--- src/rtl/rpba_pkg.sv ---
// Shared types, codes and CRC-8 helpers for the rumble pak block access logic.
// Depends on nothing; every other file in rtl/ refers to it by scoped names.
`default_nettype none

package rpba_pkg;

    // Block geometry and counter width for the write byte count and read index
    localparam int BLOCK_BYTES = 32;
    localparam int CNT_W       = $clog2(BLOCK_BYTES + 1);

    // Protocol constants
    localparam logic [7:0]  CRC_POLY        = 8'h85;
    localparam logic [7:0]  ADDR_MASK_LOW   = 8'hE0;
    localparam logic [15:0] READ_RANGE_LOW  = 16'h8000;
    localparam logic [15:0] READ_RANGE_HIGH = 16'h9000;
    localparam logic [15:0] RUMBLE_ADDR     = 16'hC000;
    localparam logic [7:0]  READ_FILL       = 8'h80;

    // Command codes
    localparam logic CMD_READ  = 1'b0;
    localparam logic CMD_WRITE = 1'b1;

    // Result kind codes
    localparam logic [1:0] KIND_DATA    = 2'd0;
    localparam logic [1:0] KIND_CRC     = 2'd1;
    localparam logic [1:0] KIND_IGNORED = 2'd2;

    // Rumble action codes
    localparam logic [1:0] ACT_NONE  = 2'd0;
    localparam logic [1:0] ACT_START = 2'd1;
    localparam logic [1:0] ACT_STOP  = 2'd2;

    // One input word
    typedef struct packed {
        logic       command;
        logic [1:0] port;
        logic [7:0] address_high;
        logic [7:0] address_low;
        logic [7:0] data_byte;
        logic       final_byte;
    } item_t;

    // One result word
    typedef struct packed {
        logic [1:0] kind;
        logic [7:0] byte_out;
        logic [1:0] rumble_action;
        logic [1:0] rumble_port;
        logic       end_of_run;
    } result_t;

    // Byte-wide CRC-8 step, MSB first, no reflection
    function automatic logic [7:0] crc8_update(input logic [7:0] crc, input logic [7:0] b);
        logic [7:0] c;
        c = crc ^ b;
        for (int i = 0; i < 8; i++) begin
            if (c[7]) begin
                c = {c[6:0], 1'b0} ^ CRC_POLY;
            end else begin
                c = {c[6:0], 1'b0};
            end
        end
        return c;
    endfunction

    // CRC of a whole block filled with one byte value (elaboration only)
    function automatic logic [7:0] crc8_fill(input logic [7:0] fill);
        logic [7:0] c;
        c = 8'h00;
        for (int k = 0; k < BLOCK_BYTES; k++) begin
            c = crc8_update(c, fill);
        end
        return c;
    endfunction

    localparam logic [7:0] READ_CRC_FILL = crc8_fill(READ_FILL);
    localparam logic [7:0] READ_CRC_ZERO = crc8_fill(8'h00);

endpackage

`default_nettype wire

--- src/rtl/rpba_in_reg.sv ---
// Input holding register: takes one word from the input channel and keeps it
// until the engine has finished with it. Depends on rpba_pkg.
`default_nettype none

module rpba_in_reg (
    input  wire logic           aclk,
    input  wire logic           aresetn,
    input  wire logic           s_valid,
    output logic                s_ready,
    input  wire rpba_pkg::item_t s_item,
    input  wire logic           consume,
    output logic                hold_valid,
    output rpba_pkg::item_t     hold_item
);

    logic            valid_reg;
    logic            valid_next;
    rpba_pkg::item_t item_reg;

    // Accept when empty or when the held word leaves this cycle
    assign s_ready = !valid_reg || consume;

    always_comb begin
        valid_next = valid_reg;
        if (s_valid && s_ready) begin
            valid_next = 1'b1;
        end else if (consume) begin
            valid_next = 1'b0;
        end
    end

    always_ff @(posedge aclk) begin
        if (!aresetn) begin
            valid_reg <= 1'b0;
        end else begin
            valid_reg <= valid_next;
        end
    end

    // Capture payload on acceptance
    always_ff @(posedge aclk) begin
        if (s_valid && s_ready) begin
            item_reg <= s_item;
        end
    end

    assign hold_valid = valid_reg;
    assign hold_item  = item_reg;

endmodule

`default_nettype wire

--- src/rtl/rpba_engine.sv ---
// Access engine: port mask register, write-block CRC state and read sequencer.
// Turns the held input word into result words. Depends on rpba_pkg.
`default_nettype none

module rpba_engine (
    input  wire logic            aclk,
    input  wire logic            aresetn,
    input  wire logic            cfg_valid,
    output logic                 cfg_ready,
    input  wire logic [3:0]      cfg_data,
    input  wire logic            item_valid,
    input  wire rpba_pkg::item_t item,
    input  wire logic            out_free,
    output logic                 consume,
    output logic                 emit,
    output rpba_pkg::result_t    result
);

    logic [3:0]                 mask_reg;
    logic [7:0]                 crc_reg;
    logic [7:0]                 crc_next;
    logic [7:0]                 first_reg;
    logic [7:0]                 first_next;
    logic [rpba_pkg::CNT_W-1:0] wr_cnt_reg;
    logic [rpba_pkg::CNT_W-1:0] wr_cnt_next;
    logic [rpba_pkg::CNT_W-1:0] rd_idx_reg;
    logic [rpba_pkg::CNT_W-1:0] rd_idx_next;

    logic                       present;
    logic [15:0]                addr;
    logic                       in_range;
    logic [7:0]                 wr_crc;
    logic [7:0]                 wr_first;
    logic [rpba_pkg::CNT_W-1:0] wr_cnt_inc;
    logic                       wr_done;
    logic                       rd_last;

    // Configuration is always taken
    assign cfg_ready = 1'b1;

    always_ff @(posedge aclk) begin
        if (!aresetn) begin
            mask_reg <= 4'h0;
        end else if (cfg_valid) begin
            mask_reg <= cfg_data;
        end
    end

    // Decode the held word
    assign present    = mask_reg[item.port];
    assign addr       = {item.address_high, item.address_low & rpba_pkg::ADDR_MASK_LOW};
    assign in_range   = (addr >= rpba_pkg::READ_RANGE_LOW) && (addr < rpba_pkg::READ_RANGE_HIGH);
    assign wr_crc     = rpba_pkg::crc8_update(crc_reg, item.data_byte);
    assign wr_first   = (wr_cnt_reg == '0) ? item.data_byte : first_reg;
    assign wr_cnt_inc = wr_cnt_reg + rpba_pkg::CNT_W'(1);
    assign wr_done    = item.final_byte ||
                        (wr_cnt_inc >= rpba_pkg::CNT_W'(rpba_pkg::BLOCK_BYTES));
    assign rd_last    = (rd_idx_reg == rpba_pkg::CNT_W'(rpba_pkg::BLOCK_BYTES));

    // Build the result word and the next write/read state
    always_comb begin
        consume     = 1'b0;
        emit        = 1'b0;
        result      = '0;
        crc_next    = crc_reg;
        first_next  = first_reg;
        wr_cnt_next = wr_cnt_reg;
        rd_idx_next = rd_idx_reg;
        if (item_valid) begin
            if (!present) begin
                // No pak on this port: one ignored word, write state untouched
                emit              = out_free;
                consume           = out_free;
                result.kind       = rpba_pkg::KIND_IGNORED;
                result.end_of_run = 1'b1;
            end else if (item.command == rpba_pkg::CMD_READ) begin
                // Stream fill bytes (zeros outside the read range), then the block CRC
                emit    = out_free;
                consume = out_free && rd_last;
                if (rd_last) begin
                    result.kind       = rpba_pkg::KIND_CRC;
                    result.byte_out   = in_range ? rpba_pkg::READ_CRC_FILL
                                                 : rpba_pkg::READ_CRC_ZERO;
                    result.end_of_run = 1'b1;
                end else begin
                    result.kind     = rpba_pkg::KIND_DATA;
                    result.byte_out = in_range ? rpba_pkg::READ_FILL : 8'h00;
                end
                if (out_free) begin
                    rd_idx_next = rd_last ? '0 : rd_idx_reg + rpba_pkg::CNT_W'(1);
                end
            end else begin
                // Accumulate a write byte; close the block on its last byte
                if (wr_done) begin
                    emit              = out_free;
                    consume           = out_free;
                    result.kind       = rpba_pkg::KIND_CRC;
                    result.byte_out   = wr_crc;
                    result.end_of_run = 1'b1;
                    if (addr == rpba_pkg::RUMBLE_ADDR) begin
                        result.rumble_action = (wr_first != 8'h00) ? rpba_pkg::ACT_START
                                                                   : rpba_pkg::ACT_STOP;
                        result.rumble_port   = item.port;
                    end
                    if (out_free) begin
                        crc_next    = 8'h00;
                        first_next  = 8'h00;
                        wr_cnt_next = '0;
                    end
                end else begin
                    consume     = 1'b1;
                    crc_next    = wr_crc;
                    first_next  = wr_first;
                    wr_cnt_next = wr_cnt_inc;
                end
            end
        end
    end

    always_ff @(posedge aclk) begin
        if (!aresetn) begin
            crc_reg    <= 8'h00;
            first_reg  <= 8'h00;
            wr_cnt_reg <= '0;
            rd_idx_reg <= '0;
        end else begin
            crc_reg    <= crc_next;
            first_reg  <= first_next;
            wr_cnt_reg <= wr_cnt_next;
            rd_idx_reg <= rd_idx_next;
        end
    end

`ifndef SYNTH
    a_rd_idx_bound: assert property (@(posedge aclk) disable iff (!aresetn)
        rd_idx_reg <= rpba_pkg::CNT_W'(rpba_pkg::BLOCK_BYTES))
        else $error("read index beyond block");

    a_wr_cnt_bound: assert property (@(posedge aclk) disable iff (!aresetn)
        wr_cnt_reg < rpba_pkg::CNT_W'(rpba_pkg::BLOCK_BYTES))
        else $error("write count not cleared at block end");

    a_rd_ends_crc: assert property (@(posedge aclk) disable iff (!aresetn)
        (consume && present && item.command == rpba_pkg::CMD_READ) |->
            (emit && result.kind == rpba_pkg::KIND_CRC && result.end_of_run))
        else $error("read released without its CRC word");

    a_rd_idx_owner: assert property (@(posedge aclk) disable iff (!aresetn)
        (rd_idx_reg != '0) |-> (item_valid && item.command == rpba_pkg::CMD_READ))
        else $error("read sequence running without a held read");

    a_eor_consumes: assert property (@(posedge aclk) disable iff (!aresetn)
        (emit && result.end_of_run) |-> consume)
        else $error("last word emitted but input word kept");
`endif

endmodule

`default_nettype wire

--- src/rtl/rpba_out_reg.sv ---
// Output register: holds one result word until the consumer takes it.
// Depends on rpba_pkg.
`default_nettype none

module rpba_out_reg (
    input  wire logic              aclk,
    input  wire logic              aresetn,
    input  wire logic              emit,
    input  wire rpba_pkg::result_t result,
    output logic                   out_free,
    output logic                   m_valid,
    input  wire logic              m_ready,
    output rpba_pkg::result_t      m_result
);

    logic              valid_reg;
    logic              valid_next;
    rpba_pkg::result_t result_reg;

    // Load when empty or when the current word is taken this cycle
    assign out_free = !valid_reg || m_ready;

    always_comb begin
        valid_next = valid_reg;
        if (out_free) begin
            valid_next = emit;
        end
    end

    always_ff @(posedge aclk) begin
        if (!aresetn) begin
            valid_reg <= 1'b0;
        end else begin
            valid_reg <= valid_next;
        end
    end

    always_ff @(posedge aclk) begin
        if (out_free && emit) begin
            result_reg <= result;
        end
    end

    assign m_valid  = valid_reg;
    assign m_result = result_reg;

endmodule

`default_nettype wire

--- src/rtl/rumble_pak_block_access.sv ---
// Top level of the rumble pak block access logic.
// Depends on rpba_pkg, rpba_in_reg, rpba_engine and rpba_out_reg.
`default_nettype none

// Answers controller pak block accesses for up to four ports. Each input word
// passes an input register, the access engine and an output register, which
// holds each result word until it is taken. A write byte that does not end
// its block gives no result; a byte that ends a block gives one CRC word, and
// an access to a port whose bit in the mask register is clear gives one
// ignored word. A block read occupies the engine, giving one result word per
// cycle while the result port is free (32 data bytes, fill bytes inside the
// read range and zeros outside it, then the CRC), paced by the single-word
// result port. The mask register is written through the cfg channel, which is always ready.
module rumble_pak_block_access (
    input  wire logic       aclk,
    input  wire logic       aresetn,
    // configuration
    input  wire logic       cfg_valid,
    output logic            cfg_ready,
    input  wire logic [3:0] cfg_data,
    // input words
    input  wire logic       s_valid,
    output logic            s_ready,
    input  wire logic       s_command,
    input  wire logic [1:0] s_port,
    input  wire logic [7:0] s_address_high,
    input  wire logic [7:0] s_address_low,
    input  wire logic [7:0] s_data_byte,
    input  wire logic       s_final_byte,
    // result words
    output logic            m_valid,
    input  wire logic       m_ready,
    output logic [1:0]      m_kind,
    output logic [7:0]      m_byte_out,
    output logic [1:0]      m_rumble_action,
    output logic [1:0]      m_rumble_port,
    output logic            m_end_of_run
);

    rpba_pkg::item_t   s_item;
    rpba_pkg::item_t   hold_item;
    rpba_pkg::result_t eng_result;
    rpba_pkg::result_t m_result;
    logic              hold_valid;
    logic              consume;
    logic              emit;
    logic              out_free;

    // Pack the input word
    assign s_item.command      = s_command;
    assign s_item.port         = s_port;
    assign s_item.address_high = s_address_high;
    assign s_item.address_low  = s_address_low;
    assign s_item.data_byte    = s_data_byte;
    assign s_item.final_byte   = s_final_byte;

    rpba_in_reg u_in_reg (
        .aclk       (aclk),
        .aresetn    (aresetn),
        .s_valid    (s_valid),
        .s_ready    (s_ready),
        .s_item     (s_item),
        .consume    (consume),
        .hold_valid (hold_valid),
        .hold_item  (hold_item)
    );

    rpba_engine u_engine (
        .aclk       (aclk),
        .aresetn    (aresetn),
        .cfg_valid  (cfg_valid),
        .cfg_ready  (cfg_ready),
        .cfg_data   (cfg_data),
        .item_valid (hold_valid),
        .item       (hold_item),
        .out_free   (out_free),
        .consume    (consume),
        .emit       (emit),
        .result     (eng_result)
    );

    rpba_out_reg u_out_reg (
        .aclk     (aclk),
        .aresetn  (aresetn),
        .emit     (emit),
        .result   (eng_result),
        .out_free (out_free),
        .m_valid  (m_valid),
        .m_ready  (m_ready),
        .m_result (m_result)
    );

    // Unpack the result word
    assign m_kind          = m_result.kind;
    assign m_byte_out      = m_result.byte_out;
    assign m_rumble_action = m_result.rumble_action;
    assign m_rumble_port   = m_result.rumble_port;
    assign m_end_of_run    = m_result.end_of_run;

endmodule

`default_nettype wire
--- config.mk ---
export PLATFORM = sky130hd
export DESIGN_NAME = rumble_pak_block_access
export DESIGN_NICKNAME = d
export VERILOG_FILES = /design/src/rtl/rpba_pkg.sv /design/src/rtl/rpba_in_reg.sv /design/src/rtl/rpba_engine.sv /design/src/rtl/rpba_out_reg.sv /design/src/rtl/rumble_pak_block_access.sv
export SDC_FILE = /design/constraint.sdc
export NUM_CORES = 1
export LEC_CHECK = 0
export BUFFER_PORTS_ARGS = -buffer_cell sky130_fd_sc_hd__buf_2
export CAP_MARGIN = 20
export CORE_MARGIN = 10
export CORE_UTILIZATION = 50
export CTS_CLUSTER_DIAMETER = 60
export CTS_CLUSTER_SIZE = 40
export DETAILED_ROUTE_END_ITERATION = 8
export GPL_ROUTABILITY_DRIVEN = 0
export GPL_TIMING_DRIVEN = 0
export HOLD_SLACK_MARGIN = 0.1
export PLACE_DENSITY = 0.78
export SYNTH_ARGS = -nofsm -noshare
export SYNTH_HDL_FRONTEND = slang
export SYNTH_SLANG_ARGS = --single-unit
--- constraint.sdc ---
create_clock -name aclk -period 2.75 [get_ports aclk]
set_input_delay 0.1375 -clock aclk [delete_from_list [all_inputs] [get_ports aclk]]
set_output_delay 0.1375 -clock aclk [all_outputs]
set_load 0.1 [all_outputs]
=== After elaboration in Yosys (flattened, before gate mapping) ===
Index checks and enable logic that the tools add are counted.

* Flip-flop bits (word level): 77
* Bits of input ports: 37
* Output and inout port bits: 18
* Logic and storage cells: 92

* Add/sub/neg operators: 2
* Magnitude comparators: 4
* Eq/ne operators: 3
* Mux-type cells: 38
* Bitwise operators: 10
* Reduce and logical (&&, ||, !) cells: 16

{| class="wikitable"
|+ Operator list
! kind !! number
|-
| 2-to-1 mux 8 bit || 14
|-
| inverter 3 bit || 8
|-
| 2-to-1 mux 6 bit || 3
|-
| >= comparator 16 bit (second input constant) || 1
|-
| less-than comparator 16 bit (second input constant) || 1
|-
| 2-to-1 mux 1 bit || 14
|-
| 2-to-1 mux 14 bit || 1
|-
| adder 6 x 1 -> 6 bit (second input constant) || 2
|-
| equality test 11 bit (second input constant) || 1
|-
| 2-to-1 mux 10 bit || 1
|-
| 2-to-1 mux 9 bit || 1
|-
| AND reduction 4 bit || 2
|-
| nonzero test 8 bit || 1
|-
| XOR 8 bit || 1
|-
| equality test 6 bit (second input constant) || 1
|-
| >= comparator 6 bit (second input constant) || 1
|-
| logical NOT 6 bit || 1
|-
| AND reduction 5 bit || 1
|-
| logical AND 1 bit || 4
|-
| 2-to-1 mux 2 bit || 2
|-
| 2-to-1 mux 4 bit || 1
|-
| logical OR 1 bit || 3
|-
| less-than comparator 2 x 3 -> 1 bit (second input constant) || 1
|-
| binary-select mux 1 bit (select 2 bit) || 1
|-
| other kinds (5) || 6
|}

=== Longest topological paths before layout ===
* Depth in word-level cells: 20
* Depth in mapped cells: 6
* Mapped depth without buffers: 6

=== Modules after synthesis ===
Synthesis repeated with hierarchy kept, for this count alone.

* Cell total of the unflattened synthesis: 263
* Area total of the unflattened synthesis: 3266.9 um^2

{| class="wikitable"
|+ Modules (own cells, without submodules)
! module !! instances !! cells an instance !! area each (um^2)
|-
| rpba_engine || 1 || 210 || 1860.5
|-
| rpba_in_reg || 1 || 33 || 898.4
|-
| rpba_out_reg || 1 || 20 || 508.0
|}

=== Worst setup path before layout ===
No wires, ideal clock.

* Kind: reg-to-reg
* Start: register u_in_reg.item_reg (netlist bit u_in_reg.hold_item[25])
* End: register u_out_reg.result_reg (netlist bit u_out_reg.m_result[0]) (enable)
* Data arrival time: 2.376 ns
* Required time: 2.334 ns
* Slack: -0.042 ns
* Cell stages (with the launch flop): 4
* Buffers on the path: 1
* Cell sequence: edfxtp_1 > mux4_2 > buf_4 > a311oi_1

* Longest elaborated chain between the ends: 5

{| class="wikitable"
|+ Ends and longest elaborated chain
! item !! line !! source
|-
| start, declared || rpba_in_reg.sv:18 || <nowiki>rpba_pkg::item_t item_reg;</nowiki>
|-
| start signal, assigned || rpba_in_reg.sv:43 || <nowiki>item_reg <= s_item;</nowiki>
|-
| binary-select mux 1 bit (select 2 bit) || rpba_engine.sv:50 || <nowiki>assign present = mask_reg[item.port];</nowiki>
|-
| 2-to-1 mux 1 bit (implied by the code) || rpba_engine.sv:50 ||
|-
| 2-to-1 mux 1 bit || rpba_engine.sv:70 || <nowiki>if (!present) begin</nowiki>
|-
| 2-to-1 mux 1 bit || rpba_engine.sv:69 || <nowiki>if (item_valid) begin</nowiki>
|-
| logical AND 1 bit || rpba_out_reg.sv:39 || <nowiki>if (out_free && emit) begin</nowiki>
|-
| end signal, assigned || rpba_out_reg.sv:40 || <nowiki>result_reg <= result;</nowiki>
|-
| end, declared || rpba_out_reg.sv:18 || <nowiki>rpba_pkg::result_t result_reg;</nowiki>
|}

No other way between the ends. The select of a mux whose other input is x is not followed.
A chain may end at the register's enable or synchronous reset.

=== Worst setup path in the final report ===
* Start: register u_in_reg.item_reg (netlist bit u_in_reg.hold_item[25])
* End: output port s_ready

* Longest elaborated chain between the ends: 5

{| class="wikitable"
|+ Ends and longest elaborated chain
! item !! line !! source
|-
| binary-select mux 1 bit (select 2 bit) || rpba_engine.sv:50 ||
|-
| 2-to-1 mux 1 bit (implied by the code) || rpba_engine.sv:50 ||
|-
| 2-to-1 mux 1 bit || rpba_engine.sv:70 ||
|-
| 2-to-1 mux 1 bit || rpba_engine.sv:69 ||
|-
| logical OR 1 bit || rpba_in_reg.sv:21 || <nowiki>assign s_ready = !valid_reg || consume;</nowiki>
|-
| end, declared || rumble_pak_block_access.sv:23 || <nowiki>output logic s_ready,</nowiki>
|}

No other way between the ends. The select of a mux whose other input is x is not followed.

==> flow_metrics.py <==
metrics = {
    "run_status": {
        "status": "finished clean",
    },
    "floorplanning": {
        "die_w_microns": 99.9,
        "rows": 29,
        "io_pins": 55,
        "core_sq_um": 6280,
        "start_util": 0.508,
        "fp.dieH_microns": 99.9,
        "design.die.area_sq_um": 9970,
    },
    "yosys": {
        "synth_edf_count": 38,
        "yosysWarnings": 0,
        "synth_cells": 278,
        "syn_area_sq_um": 3190,
        "synth_cell_types": 50,
        "yosysSeqAreaShare": 0.571,
        "avgSynthCellArea_sq_um": 11.5,
        "ys_seq_elements": 72,
        "synthArstFlopShare": 0,
        "synth-main-ff-cell": "edfxtp_1",
        "syn_nets": 319,
    },
    "grt": {
        "grt_pass1_vias": 2514,
        "grt_pass1_wl_mm": 11.9,
        "grt_usage": 0.151,
        "antenna_found_initial": 0,
        "grt_max_degree": 22,
        "overflow": 0,
    },
    "cts": {
        "numCtsBuffers": 9,
        "clock_path_buffers": 2,
        "htree_num_levels": 3,
        "cts_tree": "built",
        "root_buffer": "clkbuf_8",
        "cts_resized": 0,
        "cts.clk_slew.worst_paths_ns": 0.07,
        "clk_latency_ns": 0.35,
        "cts.sinks": 72,
    },
    "critical_path": {
        "worstPathMaxFanout": 10,
        "cp.required_ns": 2.61,
        "regToRegStartpoint": "u_engine.wr_cnt_reg[1]$_SDFFE_PN0P_",
        "r2r_setup_slack_ns": 0.41,
        "crit_type": "register to primary output",
        "cp-end-kind": "primary output",
        "cp-startpoint": "u_in_reg.hold_item[25]$_DFFE_PP_",
        "cp.arrival_ns": 2.37,
        "start_kind": "register",
        "r2r_end": "u_out_reg.m_result[7]$_SDFFCE_PN0P_",
        "endpoint": "s_ready",
        "reg2reg_depth": 5,
    },
    "route": {
        "via_per_inst": 5.45,
        "wl_per_cell_microns": 16.4,
        "drtIter0Drc": 112,
        "vias": 2436,
        "drc_errors": 0,
        "drtPass1Iterations": 5,
        "ant_nets": 0,
        "routed_wirelength_mm": 7.32,
    },
    "sta": {
        "rsz0062_at_grt": "false",
        "fin_crit_sh": 0.912,
        "fmax_mhz": 399,
        "final.min_clock_period_ns": 2.51,
        "clock_skew_ns": 0.00742,
        "hold_violations": 0,
        "timing.hold.ws_ns": 0.184,
        "drv_slew": 0,
        "max_slew_margin": 0.416,
        "worstMarginPinSlew_ns": 0.869,
        "finalSetupViolCount": 0,
    },
    "finish": {
        "final_util": 0.644,
        "largest_register_ffs": 23,
        "nNetsFinal": 406,
        "layout-drive-gt1-share": 0.222,
        "antennaDiodeCount": 0,
        "fillers": 479,
        "area_growth_pct": 26.8,
    },
    "hold_path": {
        "hold_class": "input port to register",
        "hp-start": "m_ready",
    },
    "pwr": {
        "p_per_area_nw_per_um2": 599,
        "finalPower_uw": 2420,
        "leakage_uw": 0.00150,
        "vdd_drop_max_mv": 0.430,
    },
    "job": {
        "cap_violations": 0,
    },
    "place": {
        "io_buffers": 46,
        "place_hpwl_mm": 4.95,
    },
}
-- synthesized netlist by cell type (3+ instances only) --
cell type | instances | area share
nand2_1 | 30 | 0.035
nor4_1 | 6 | 0.012
mux2i_1 | 4 | 0.013
xor2_1 | 5 | 0.014
o22ai_1 | 8 | 0.016
a21oi_1 | 8 | 0.013
o31ai_1 | 3 | 0.0071
nor2b_1 | 6 | 0.012
dfxtp_1 | 34 | 0.21
nand3_1 | 8 | 0.013
o21ai_1 | 15 | 0.024
and2_1 | 3 | 0.0059
ha_1 | 4 | 0.016
clkbuf_1 | 5 | 0.0059
edfxtp_1 | 38 | 0.36
o21a_1 | 3 | 0.0071
nor2_1 | 11 | 0.013
nor3_1 | 6 | 0.0094
nand4_1 | 4 | 0.0078
or4_1 | 3 | 0.0071
buf_4 | 3 | 0.0071
nand2b_1 | 5 | 0.0098
xnor2_1 | 13 | 0.036
a21boi_1 | 10 | 0.024
buf_2 | 3 | 0.0047
inv_1 | 8 | 0.0094
or3_1 | 3 | 0.0059
-- worst min path at each step --
stage / to / slack, ns / cells past startpoint
2_1_floorplan: u_in_reg.hold_item[0]$_DFFE_PP_ / 0.24 / 0
3_3_place_gp: u_in_reg.hold_item[19]$_DFFE_PP_ / 0.31 / 1
3_5_place_dp: u_in_reg.hold_item[20]$_DFFE_PP_ / 0.32 / 1
4_1_cts: u_out_reg.m_valid$_SDFFE_PN0N_ / 0.18 / 3
5_1_grt: u_out_reg.m_valid$_SDFFE_PN0N_ / 0.19 / 3
6_report: u_out_reg.m_valid$_SDFFE_PN0N_ / 0.18 / 3
-- metrics by stage --
stage / setup TNS, ns / worst slack [ns] / instance area, sq um / std cells
after floorplan: 0 / 0.0301 / 3190 / 278
after global placement: -8.26 / -0.361 / 3520 / 401
after detailed placement: 0 / 0.443 / 3550 / 403
after CTS: 0 / 0.215 / 4040 / 447
after global routing: 0 / 0.135 / 4040 / 447
final: 0 / 0.242 / 4040 / 447
-- critical path, cell delays in order (launching register included) --
cell      delay (ns)
edfxtp_1        0.39
mux4_2          0.54
buf_4           0.19
a41o_1          0.22
a211oi_2        0.32
inv_1           0.06
buf_2           0.29
-- cell type report --
class / count / area (sq um) / area share
repair buffers: 76 / 537 / 0.133
plain buffers: 11 / 56.3 / 0.0139
clock inverters: 5 / 81.3 / 0.0201
clock buffers: 11 / 131 / 0.0325
multi-input cells: 186 / 1280 / 0.318
well taps: 77 / 96.3 / 0.0238
flip-flops and latches: 72 / 1820 / 0.451
inverters: 9 / 33.8 / 0.00836
-- layout by cell type (no fill, tap or decap), types with 2 or more instances in the layout --
master         instances
buf_2                 49
edfxtp_1              38
dfxtp_1               34
nand2_1               30
dlygate4sd3_1         28
o21ai_1               15
xnor2_1               13
nor2_1                11
a21boi_1              10
clkbuf_8               9
inv_1                  8
nand3_1                8
a21oi_1                8
o22ai_1                8
clkbuf_1               7
nor3_1                 6
nor4_1                 6
nand2b_1               5
nor2b_1                5
xor2_1                 5
nand4_1                4
mux2i_1                4
ha_1                   4
buf_4                  3
or3_1                  3
o21a_1                 3
and2_1                 3
o31ai_1                3
or4_1                  3
a211oi_2               2
xnor2_2                2
xnor3_2                2
o211ai_1               2
nor3b_1                2
o21ai_0                2
bufinv_16              2
-- power by group --
part | leakage, uW | internal [uW] | switching (uW)
Clock | 0.000104 | 511 | 392
Sequential | 0.000647 | 1170 | 21.0
Combinational | 0.000752 | 130 | 198
-- repair_timing --
item	4_1_cts	5_1_grt
hold endpoints to repair	28	0
hold buffers	28	0
setup buffers	0	0
-- cells by family after synthesis --
group           Yosys count  synth area share
compound gates           59             0.126
buf+inv                  20            0.0283
fa+ha+maj                 4            0.0157
simple gates             94             0.157
other cells               1           0.00118
flops                    72             0.571
mux                       5            0.0196
xor+xnor                 23            0.0816
-- per-layer routing --
layer / vias up / track usage / part of all wire
met4: 0 / 0.0772 / 0.022
met5: - / 0 / 0
li1: 1188 / - / -
met1: 1153 / 0.159 / 0.39
met3: 15 / 0.0481 / 0.081
met2: 80 / 0.263 / 0.51
(Power assumes the default switching activity.)
